===== config.mk =====
export PLATFORM = sky130hd
export DESIGN_NAME = pink_noise_shaping_filter
export DESIGN_NICKNAME = d
export VERILOG_FILES = /design/src/pnsf_pkg.sv /design/src/pnsf_ctrl.sv /design/src/pnsf_datapath.sv /design/src/pink_noise_shaping_filter.sv
export SDC_FILE = /design/constraint.sdc
export NUM_CORES = 2
export LEC_CHECK = 0
export BUFFER_PORTS_ARGS = -buffer_cell sky130_fd_sc_hd__buf_2
export CAP_MARGIN = 0
export CORE_AREA = 3 3 354 356
export DETAILED_ROUTE_END_ITERATION = 8
export DIE_AREA = 0 0 357 359
export GPL_TIMING_DRIVEN = 0
export PLACE_DENSITY = 0.7
export SETUP_SLACK_MARGIN = 0.02
export SLEW_MARGIN = 25
export SYNTH_ARGS = -nofsm -noshare
export SYNTH_HDL_FRONTEND = slang
export SYNTH_SLANG_ARGS = --single-unit

===== constraint.sdc =====
create_clock -name i_clk -period 14.6 [get_ports i_clk]
set_input_delay 2.92 -clock i_clk [delete_from_list [all_inputs] [get_ports i_clk]]
set_output_delay 2.92 -clock i_clk [all_outputs]
set_load 0.03 [all_outputs]

===== src/pnsf_pkg.sv =====
// Shared types, constants and arithmetic helpers for the pink noise filter.
// No dependencies; used by pnsf_ctrl, pnsf_datapath and the top level.
package pnsf_pkg;

    localparam int SAMPLE_WIDTH    = 16;
    localparam int STATE_FRAC_BITS = 24;
    localparam int COEF_FRAC       = 30;
    localparam int OUT_FRAC        = 15;
    localparam int OUT_WIDTH       = 19;
    localparam int STATE_WIDTH     = 32;
    localparam int NUM_SECTIONS    = 6;
    localparam int SEC_IDX_W       = 3;
    localparam int PROD_WIDTH      = 2 * STATE_WIDTH;
    localparam int TERM_WIDTH      = STATE_WIDTH + 2;
    localparam int ACC_WIDTH       = STATE_WIDTH + 4;
    localparam int ACC_SPLIT       = 16;
    localparam int FIN_WIDTH       = PROD_WIDTH + 2;
    localparam int IN_SHIFT        = SAMPLE_WIDTH - 1 + COEF_FRAC - STATE_FRAC_BITS;
    localparam int OUT_SHIFT       = COEF_FRAC + STATE_FRAC_BITS - OUT_FRAC;

    // step codes; below OP_DIRECT: bits [3:1] pick the section, bit 0 selects input term
    typedef logic [3:0] t_op;
    localparam t_op OP_DIRECT  = 4'd12;
    localparam t_op OP_DELAY   = 4'd13;
    localparam t_op OP_GAIN_LO = 4'd14;
    localparam t_op OP_GAIN_HI = 4'd15;

    localparam logic signed [STATE_WIDTH-1:0] DIRECT_COEF = 32'sd575740366;
    localparam logic signed [STATE_WIDTH-1:0] DELAY_COEF  = 32'sd124474595;
    localparam logic signed [STATE_WIDTH-1:0] OUT_GAIN    = 32'sd118111601;

    typedef struct packed {
        logic load;
        logic mul_en;
        t_op  mul_op;
        logic use_en;
        t_op  use_op;
        logic emit;
    } t_cmd;

    typedef struct packed {
        logic out_full;
    } t_status;

    function automatic logic signed [STATE_WIDTH-1:0] pole_coef(
        input logic [SEC_IDX_W-1:0] idx
    );
        case (idx)
            3'd0:    return 32'sd1072517758;
            3'd1:    return 32'sd1066569229;
            3'd2:    return 32'sd1040455827;
            3'd3:    return 32'sd930397290;
            3'd4:    return 32'sd590558003;
            3'd5:    return -32'sd817761773;
            default: return '0;
        endcase
    endfunction

    // section five is subtracted, hence the negative gain
    function automatic logic signed [STATE_WIDTH-1:0] in_coef(
        input logic [SEC_IDX_W-1:0] idx
    );
        case (idx)
            3'd0:    return 32'sd59611891;
            3'd1:    return 32'sd80612134;
            3'd2:    return 32'sd165197327;
            3'd3:    return 32'sd333381374;
            3'd4:    return 32'sd572253067;
            3'd5:    return -32'sd18144089;
            default: return '0;
        endcase
    endfunction

    // add half, then arithmetic shift right (round half up)
    function automatic logic signed [PROD_WIDTH-1:0] round_shift(
        input logic signed [PROD_WIDTH-1:0] p,
        input int unsigned                  s
    );
        logic signed [PROD_WIDTH-1:0] half;
        half = {{(PROD_WIDTH-1){1'b0}}, 1'b1} << (s - 1);
        return (p + half) >>> s;
    endfunction

    function automatic logic signed [STATE_WIDTH-1:0] sat_state(
        input logic signed [TERM_WIDTH-1:0] v
    );
        logic [TERM_WIDTH-STATE_WIDTH:0] top;
        top = v[TERM_WIDTH-1:STATE_WIDTH-1];
        if ((&top) || !(|top)) begin
            return v[STATE_WIDTH-1:0];
        end
        return v[TERM_WIDTH-1] ? {1'b1, {(STATE_WIDTH-1){1'b0}}}
                               : {1'b0, {(STATE_WIDTH-1){1'b1}}};
    endfunction

endpackage


===== src/pnsf_ctrl.sv =====
// Step sequencer for the pink noise filter: input handshake, multiply schedule, emit.
// Depends on pnsf_pkg; drives pnsf_datapath through t_cmd.
module pnsf_ctrl (
    input  logic              i_clk,
    input  logic              i_rst_n,
    input  logic              i_valid,
    output logic              o_stall,
    input  logic              i_stall,
    input  pnsf_pkg::t_status i_status,
    output pnsf_pkg::t_cmd    o_cmd
);

    typedef enum logic [3:0] {
        S_IDLE = 4'b0001,
        S_RUN  = 4'b0010,
        S_EMIT = 4'b0100,
        S_DONE = 4'b1000
    } t_state;

    t_state        r_state, n_state;
    pnsf_pkg::t_op r_step, n_step;
    logic          r_use_vld;
    pnsf_pkg::t_op r_use_op;
    pnsf_pkg::t_cmd cmd;

    always_comb begin
        n_state     = r_state;
        n_step      = r_step;
        cmd         = '0;
        cmd.use_en  = r_use_vld;
        cmd.use_op  = r_use_op;
        cmd.mul_op  = r_step;
        case (r_state)
            S_IDLE: begin
                if (i_valid) begin
                    cmd.load = 1'b1;
                    n_step   = '0;
                    n_state  = S_RUN;
                end
            end
            S_RUN: begin
                cmd.mul_en = 1'b1;
                n_step     = r_step + 4'd1;
                if (r_step == pnsf_pkg::OP_GAIN_HI) begin
                    n_state = S_EMIT;
                end
            end
            S_EMIT: begin
                n_state = S_DONE;
            end
            S_DONE: begin
                if (!i_status.out_full || !i_stall) begin
                    cmd.emit = 1'b1;
                    n_state  = S_IDLE;
                end
            end
            default: begin
                n_state = S_IDLE;
            end
        endcase
    end

    always_ff @(posedge i_clk) begin
        if (!i_rst_n) begin
            r_state   <= S_IDLE;
            r_step    <= '0;
            r_use_vld <= 1'b0;
            r_use_op  <= '0;
        end else begin
            r_state   <= n_state;
            r_step    <= n_step;
            r_use_vld <= cmd.mul_en;
            r_use_op  <= r_step;
        end
    end

    assign o_stall = (r_state != S_IDLE);
    assign o_cmd   = cmd;

endmodule


===== src/pnsf_datapath.sv =====
// Datapath of the pink noise filter: section state, shared multiplier, accumulators,
// output register. Depends on pnsf_pkg; commanded by pnsf_ctrl.
module pnsf_datapath (
    input  logic                                        i_clk,
    input  logic                                        i_rst_n,
    input  pnsf_pkg::t_cmd                              i_cmd,
    input  logic signed [pnsf_pkg::SAMPLE_WIDTH-1:0]    i_white_sample,
    input  logic                                        i_stall,
    output pnsf_pkg::t_status                           o_status,
    output logic                                        o_valid,
    output logic signed [pnsf_pkg::OUT_WIDTH-1:0]       o_pink_sample
);

    localparam logic signed [pnsf_pkg::FIN_WIDTH-1:0] FIN_HALF =
        {{(pnsf_pkg::FIN_WIDTH-1){1'b0}}, 1'b1} << (pnsf_pkg::OUT_SHIFT - 1);

    logic signed [pnsf_pkg::SAMPLE_WIDTH-1:0] r_n;
    logic signed [pnsf_pkg::STATE_WIDTH-1:0]  r_sec [pnsf_pkg::NUM_SECTIONS];
    logic signed [pnsf_pkg::STATE_WIDTH-1:0]  r_delay;
    logic signed [pnsf_pkg::PROD_WIDTH-1:0]   r_prod;
    logic signed [pnsf_pkg::TERM_WIDTH-1:0]   r_fb;
    logic signed [pnsf_pkg::ACC_WIDTH-1:0]    r_acc;
    logic signed [pnsf_pkg::FIN_WIDTH-1:0]    r_fin;
    logic                                     r_out_vld;
    logic signed [pnsf_pkg::OUT_WIDTH-1:0]    r_out;

    logic [pnsf_pkg::SEC_IDX_W-1:0]          mul_idx, use_idx;
    logic signed [pnsf_pkg::STATE_WIDTH-1:0] n_ext, sec_rd, mul_a, mul_b;
    logic signed [pnsf_pkg::PROD_WIDTH-1:0]  prod;
    logic signed [pnsf_pkg::TERM_WIDTH-1:0]  fb_t, in_t;
    logic signed [pnsf_pkg::STATE_WIDTH-1:0] sec_new;
    logic signed [pnsf_pkg::FIN_WIDTH-1:0]   y_full;
    logic signed [pnsf_pkg::OUT_WIDTH-1:0]   y_sat;
    logic [pnsf_pkg::FIN_WIDTH-pnsf_pkg::OUT_WIDTH:0] y_top;

    assign mul_idx = i_cmd.mul_op[3:1];
    assign use_idx = i_cmd.use_op[3:1];
    assign n_ext   = pnsf_pkg::STATE_WIDTH'(r_n);
    assign sec_rd  = (mul_idx < pnsf_pkg::SEC_IDX_W'(pnsf_pkg::NUM_SECTIONS))
                   ? r_sec[mul_idx] : '0;

    always_comb begin
        case (i_cmd.mul_op)
            pnsf_pkg::OP_DIRECT: begin
                mul_a = n_ext;
                mul_b = pnsf_pkg::DIRECT_COEF;
            end
            pnsf_pkg::OP_DELAY: begin
                mul_a = n_ext;
                mul_b = pnsf_pkg::DELAY_COEF;
            end
            pnsf_pkg::OP_GAIN_LO: begin
                mul_a = pnsf_pkg::STATE_WIDTH'({1'b0, r_acc[pnsf_pkg::ACC_SPLIT-1:0]});
                mul_b = pnsf_pkg::OUT_GAIN;
            end
            pnsf_pkg::OP_GAIN_HI: begin
                mul_a = pnsf_pkg::STATE_WIDTH'(
                    signed'(r_acc[pnsf_pkg::ACC_WIDTH-1:pnsf_pkg::ACC_SPLIT]));
                mul_b = pnsf_pkg::OUT_GAIN;
            end
            default: begin
                if (i_cmd.mul_op[0]) begin
                    mul_a = n_ext;
                    mul_b = pnsf_pkg::in_coef(mul_idx);
                end else begin
                    mul_a = sec_rd;
                    mul_b = pnsf_pkg::pole_coef(mul_idx);
                end
            end
        endcase
    end

    assign prod    = mul_a * mul_b;
    assign fb_t    = pnsf_pkg::TERM_WIDTH'(pnsf_pkg::round_shift(r_prod, pnsf_pkg::COEF_FRAC));
    assign in_t    = pnsf_pkg::TERM_WIDTH'(pnsf_pkg::round_shift(r_prod, pnsf_pkg::IN_SHIFT));
    assign sec_new = pnsf_pkg::sat_state(r_fb + in_t);

    // output scaling: r_fin already holds acc * gain plus half an output step
    assign y_full = r_fin >>> pnsf_pkg::OUT_SHIFT;
    assign y_top  = y_full[pnsf_pkg::FIN_WIDTH-1:pnsf_pkg::OUT_WIDTH-1];
    always_comb begin
        if ((&y_top) || !(|y_top)) begin
            y_sat = y_full[pnsf_pkg::OUT_WIDTH-1:0];
        end else if (y_full[pnsf_pkg::FIN_WIDTH-1]) begin
            y_sat = {1'b1, {(pnsf_pkg::OUT_WIDTH-1){1'b0}}};
        end else begin
            y_sat = {1'b0, {(pnsf_pkg::OUT_WIDTH-1){1'b1}}};
        end
    end

    always_ff @(posedge i_clk) begin
        if (!i_rst_n) begin
            for (int i = 0; i < pnsf_pkg::NUM_SECTIONS; i++) begin
                r_sec[i] <= '0;
            end
            r_delay   <= '0;
            r_out_vld <= 1'b0;
        end else begin
            if (i_cmd.load) begin
                r_n   <= i_white_sample;
                r_acc <= pnsf_pkg::ACC_WIDTH'(r_delay);
            end
            if (i_cmd.mul_en) begin
                r_prod <= prod;
            end
            if (i_cmd.use_en) begin
                case (i_cmd.use_op)
                    pnsf_pkg::OP_DIRECT: begin
                        r_acc <= r_acc + pnsf_pkg::ACC_WIDTH'(in_t);
                    end
                    pnsf_pkg::OP_DELAY: begin
                        r_delay <= pnsf_pkg::sat_state(in_t);
                    end
                    pnsf_pkg::OP_GAIN_LO: begin
                        r_fin <= pnsf_pkg::FIN_WIDTH'(r_prod) + FIN_HALF;
                    end
                    pnsf_pkg::OP_GAIN_HI: begin
                        r_fin <= r_fin + (pnsf_pkg::FIN_WIDTH'(r_prod) <<< pnsf_pkg::ACC_SPLIT);
                    end
                    default: begin
                        if (i_cmd.use_op[0]) begin
                            r_sec[use_idx] <= sec_new;
                            r_acc          <= r_acc + pnsf_pkg::ACC_WIDTH'(sec_new);
                        end else begin
                            r_fb <= fb_t;
                        end
                    end
                endcase
            end
            if (i_cmd.emit) begin
                r_out_vld <= 1'b1;
                r_out     <= y_sat;
            end else if (!i_stall) begin
                r_out_vld <= 1'b0;
            end
        end
    end

    assign o_status.out_full = r_out_vld;
    assign o_valid           = r_out_vld;
    assign o_pink_sample     = r_out;

endmodule


===== src/pink_noise_shaping_filter.sv =====
// Top level of the pink noise filter: joins the sequencer and the datapath.
// Depends on pnsf_pkg, pnsf_ctrl and pnsf_datapath.
//
// Input channel: i_valid / o_stall with i_white_sample (signed Q1.15). A beat is
// taken when i_valid is high and o_stall is low. Output channel: o_valid / i_stall
// with o_pink_sample (signed Q4.15, saturated).
// Each sample runs sixteen multiplies through one shared 32x32 multiplier, one per
// cycle: two per pole section, the direct and delayed input terms, and the output
// gain in two halves. After the multiply schedule the sequencer passes through its
// emit and done states, then loads the result into the output register; o_stall is
// high for all of that, so a new sample is taken only once the last one is emitted.
// The output register decouples the two sides: a new sample is taken while an
// earlier result still waits. If the receiver stalls longer than one sample time,
// the finished sample holds in the datapath and o_stall stays high until the
// output register frees up.
// Synchronous active-low reset clears the section state, the delayed term and the
// output valid; the block is ready for a sample right after reset.
module pink_noise_shaping_filter (
    input  logic                                     i_clk,
    input  logic                                     i_rst_n,
    input  logic                                     i_valid,
    output logic                                     o_stall,
    input  logic signed [pnsf_pkg::SAMPLE_WIDTH-1:0] i_white_sample,
    output logic                                     o_valid,
    input  logic                                     i_stall,
    output logic signed [pnsf_pkg::OUT_WIDTH-1:0]    o_pink_sample
);

    pnsf_pkg::t_cmd    cmd;
    pnsf_pkg::t_status status;

    pnsf_ctrl u_ctrl (
        .i_clk    (i_clk),
        .i_rst_n  (i_rst_n),
        .i_valid  (i_valid),
        .o_stall  (o_stall),
        .i_stall  (i_stall),
        .i_status (status),
        .o_cmd    (cmd)
    );

    pnsf_datapath u_datapath (
        .i_clk          (i_clk),
        .i_rst_n        (i_rst_n),
        .i_cmd          (cmd),
        .i_white_sample (i_white_sample),
        .i_stall        (i_stall),
        .o_status       (status),
        .o_valid        (o_valid),
        .o_pink_sample  (o_pink_sample)
    );

endmodule


### After elaboration in Yosys (flattened, before gate mapping)

Memory sizes are Yosys's and may differ from the RTL's. A register that Yosys moved wholly into a read port is not among the register bits.
Cells that the tools add are included.

* bits in writable memories: 192
* memories kept: 1
* memory bits (read-only): 0
* latch bits: 0
* register bits: 281
* logic and storage cells: 127
* bits of input ports: 20

Memory list
* u_datapath.r_sec: depth 6, bits a word 32, rd ports 1, clocked after Yosys merged registers in 1, wr ports 6, RTL line pnsf_datapath.sv:18 `logic signed [pnsf_pkg::STATE_WIDTH-1:0] r_sec [pnsf_pkg::NUM_SECTIONS];`

* bitwise gates (word level): 2
* reductions and logical operators: 31
* muxes and demuxes: 49
* shift-type cells: 0
* order comparisons: 1
* add/sub/neg operators: 8
* equality and inequality tests: 22
* multipliers: 1
* divide/modulo/power cells: 0

Operators with widths (number)
* case mux 32 bit (6 select lines): 2
* 2-to-1 mux 32 bit: 10
* case mux 32 bit (3 select lines): 2
* case mux 66 bit (2 select lines): 1
* 2-to-1 mux 36 bit: 3
* case mux 36 bit (2 select lines): 1
* adder 66 bit: 1
* adder 64 x 40 -> 65 bit, second input constant: 1
* adder 64 x 31 -> 64 bit, second input constant: 1
* multiplier 32 x 32 -> 64 bit: 1
* adder 55 x 22 -> 55 bit, second input constant: 1
* 2-to-1 mux 19 bit: 2
* adder 36 x 32 -> 36 bit: 1
* adder 36 x 34 -> 36 bit: 1
* == test 4 bit, second input constant: 9
* adder 34 bit: 1
* OR reduction 32 bit: 1
* 2-to-1 mux 1 bit: 19
* 2-to-1 mux 4 bit: 4
* case mux 4 bit (4 select lines): 1
* AND reduction 3 bit: 4
* AND reduction 2 bit: 5
* 2-to-1 mux 3 bit: 3
* AND reduction 9 bit: 1
* 22 further kinds: 38

### Logic depth before layout (Yosys ltp)

* depth in word-level cells: 11
* depth in mapped cells: 42
* mapped depth without buffers: 36

### Hierarchy

From an unflattened synthesis, not the netlist that was laid out.

* cells, all modules: 6869
* area total of the unflattened synthesis: 65922.0 µm²

Modules (own cells, without submodules)
* pnsf_datapath: area an instance 65357.7 µm², instances 1, cells each 6810, seq. area each 14383.8 µm²
* pnsf_ctrl: area an instance 564.3 µm², instances 1, cells each 59, seq. area each 260.2 µm²

### Least setup slack after synthesis

Ideal clock, no wire load.

* kind: register to register
* start: register u_ctrl.r_step[0]
* end: register u_datapath.r_prod[62] in the netlist's numbering, data pin
* setup slack: 3.976 ns
* data required time: 14.338 ns
* clock period less this slack: 10.624 ns
* arrival: 10.362 ns
* path buffers: 6
* cell stages (with the launch flop): 40
* cells stage by stage: dfxtp_1 > clkbuf_1 > inv_1 > clkbuf_1 > ha_1 > and2_1 > clkbuf_1 > or2_2 > nor2_1 > a21oi_1 > and2_1 > clkbuf_1 > nor2_1 > clkbuf_1 > clkbuf_1 > nand2_1 > fa_1 > fa_1 > [... 4 more ...] > fa_1 > inv_1 > fa_1 > inv_1 > fa_1 > inv_1 > fa_1 > ha_1 > a21o_1 > a21o_1 > a21oi_1 > o21ai_0 > a31oi_1 > o21ai_0 > a41o_1 > a2111oi_0 > o21bai_1 > xor2_1

* word-level cells in the longest chain between the ends: 4
* elaborated cells on any way between the ends: 11

RTL lines
* start, declared: RTL line pnsf_ctrl.sv:21 `pnsf_pkg::t_op r_step, n_step;`
* start signal, assigned: RTL line pnsf_ctrl.sv:71 `r_step <= n_step;`
* == test 4 bit, on equally long branches
* OR reduction 2 bit (no source line)
* case mux 32 bit (3 select lines): RTL line pnsf_datapath.sv:43 `case (i_cmd.mul_op)`
* multiplier 32 x 32 -> 64 bit *: RTL line pnsf_datapath.sv:73 `assign prod = mul_a * mul_b;`
* via u_datapath.prod (one bit): RTL line pnsf_datapath.sv:29 `logic signed [pnsf_pkg::PROD_WIDTH-1:0] prod;`
* end signal, assigned: RTL line pnsf_datapath.sv:104 `r_prod <= prod;`
* end, declared: RTL line pnsf_datapath.sv:20 `logic signed [pnsf_pkg::PROD_WIDTH-1:0] r_prod;`

Mark *: on every way through the listed nets, which the timed path passes. The rest lies on a longest branch.
A chain may end at the register's enable or synchronous reset.

### Final worst setup path

* start: register u_ctrl.r_step[0]
* end: register u_datapath.r_prod[46] in the netlist's numbering, data pin

Same word-level chain as after synthesis.

==> metrics <==
status=finished clean; CTS tree=done; Post-synth EDFFs=475; post-synthesis instance area=67100 µm²; top cells by area, synth=fa_1, edfxtp_1, ha_1; Max Cap Viol=0; Yosys reg bits=524; CTS Sinks=524; largest net degree at the start of global routing=48; number of global-route vias before repair=55631; CP max stage delay=840 ps; Post-CTS Setup Repair Bufs=0; GRT overflow=0; initial antenna violation count=21; DRC errors left=0; # IOs=41; H-tree levels=2; routed length per instance=27.9 µm; gr usage total=39.2%; yosys warns=0; clock buffer depth=3; Die Ht=359 µm; Synth top cells by count=fa_1, inv_1, nor2_1; crit path DAT=14650 ps; DRT Pass-1 Iters=7; Worst-Margin Slew=1250 ps; CTS root buffer=clkbuf_16; first-pass GRT wire length=367000 µm; simple-gate share of the synthesized area=13.5%; unrepaired setup endpoints after global routing=false; Mapped Avg Cell Area=9.58 µm²; Final setup viols=0; ys async rst share=0%; adder-cell share of the synthesized area=38.9%; final clock skew=35.9 ps; routed vias/inst=6.14; antenna-violating nets left=0; Final Hold Vio Count=0; Fillers=10676; worst hold-check path type=reg2reg; mux contribution to synthesized area=2.98%; Period minus WS final=14320 ps; Port Buffer Count=40; peak fanout along the critical path=17; Initial Utilization=55.0%; Setup crit start kind=register; DP Worst Slack=-117 ps; Yosys cell types=95; # hold bufs at CTS=0; via count=54613; max-slew violations=0; CP required=14930 ps; cell count after synthesis=7003; layout cells sized above 1=6.22%; DPL Wire Length=204000 µm; Compound-Gate Fraction of Synth Area=9.96%; Placer Congestion=1.06; CP dominant cell by count=fa_1; critical path class=reg2reg; share of the synthesized area in the top cell type=32.4%; core footprint=122000 µm²; Max Fclk=69.8 MHz; DRT Wirelength=248000 µm; Seq/Total Area, Yosys=22.7%; Area growth, synth to finish=7.95%; final net count=8657; CTS clk-pin slew, worst paths=70 ps; Worst Setup Slack, final=277 ps; Die ar.=128000 µm²; fin crit share=98.1%; row count=128; clk_lat worst skew=690 ps; xor/xnor share of the synthesized area=3.81%; most frequent cell after synthesis=fa_1; Synth area leader=fa_1; Main synth FF type=edfxtp_1; Die W=357 µm; TritonCTS Buffers=57; largest family of logic cells by synthesized area=adder cells; Worst slew margin=16.7%; Setup crit end kind=register; 1st-iter DRT viols=6365; Slowest-stage cell, CP=clkdlybuf4s15_1
==> critical path, delay by kind of cell (launching register included) <==
kind                       cells  cell delay (ps)
AOI/OAI and AO/OA              6             2610
xor gates and xnor gates       1              770
adders and majority gates     10             4630
buffers and inverters         11             4330
DFF                            1              330
and+or+nand+nor                7             1320
==> state kept, by name (all words and copies together) (netlist names), named ones only <==
register                  count
u_datapath.o_pink_sample     19
u_ctrl.r_state                4
u_datapath.r_fin             50
u_ctrl.r_step                 4
u_datapath.r_acc             36
u_ctrl.r_use_vld              1
u_datapath.r_n               16
u_datapath.o_status           1
u_datapath.r_sec            256
u_datapath.r_prod            64
u_datapath.r_delay           32
u_ctrl.r_use_op               4
u_datapath.r_fb              34
==> routing by layer <==
layer  global-route usage (%)  wire length [µm]
met1                     51.3             91000
met2                     56.1            104000
met3                     14.7             35200
met4                     22.1             17900
met5                    0.264                73
==> through the flow <==
stage / hold slack (ps) / std cells / cell area, µm² / util (%) / TNS, ps
floorplan: 464 / 7066 / 67300 / - / 0
global placement: 477 / 8731 / 69500 / 57.0 / -9820
detailed placement: 485 / 8768 / 70300 / 57.6 / -296
CTS: 501 / 8875 / 72200 / 59.2 / 0
global route: 522 / 8877 / 72400 / 59.3 / 0
finish: 505 / 8891 / 72400 / 59.3 / 0
==> cell usage in the layout (no fill, tap or decap), types with 64 or more instances in the layout <==
cell	instances
fa_1	1085
inv_1	1071
nor2_1	917
nand2_1	771
edfxtp_1	475
ha_1	348
a21oi_1	329
clkbuf_1	278
o21ai_0	257
xnor2_1	171
a21o_1	118
xor2_1	109
nand3_1	87
buf_2	79
mux4_2	64
conb_1	64
==> final timing paths <==
check	start	depth (start not counted)	end	slack, ps
setup / recovery	u_ctrl.r_step[0]	35	u_datapath.r_prod[46]	280
hold / removal	u_datapath.r_delay[31]	1	u_datapath.r_delay[31]	510
setup reg to reg	u_ctrl.r_step[0]	35	u_datapath.r_prod[46]	280
hold reg to reg	u_datapath.r_delay[31]	1	u_datapath.r_delay[31]	510
==> repair_timing <==
| action | in CTS | in global routing |
|---|---|---|
| pin swaps | 0 | 0 |
| setup endpoints to repair | 4 | 17 |
| gates resized for setup | 2 | 31 |
==> kinds of logic after synthesis <==
family | count (synthesis)
AND/OR/NAND/NOR | 2143
buffers and inverters | 1426
multiplexers | 117
flip-flops | 524
adder cells (fa/ha/maj) | 1434
XOR/XNOR | 288
AO/OA/AOI/OAI | 1070
other | 1
==> final cells by class <==
type / count / area [µm²] / area share [%]
antenna: 15 / 37.5 / 0.0518
buffer: 351 / 1430 / 1.98
clock buffer: 74 / 1590 / 2.20
clock inverter: 33 / 390 / 0.539
inverter: 1074 / 4030 / 5.57
multi-input combinational: 5116 / 47000 / 64.9
sequential: 524 / 15200 / 21.1
tap: 1625 / 2030 / 2.81
timing repair buffer: 79 / 657 / 0.907
Power is left out: the tool's default activity adds up to more than one toggle a clock period on the data nets, which glitch-free logic cannot reach.
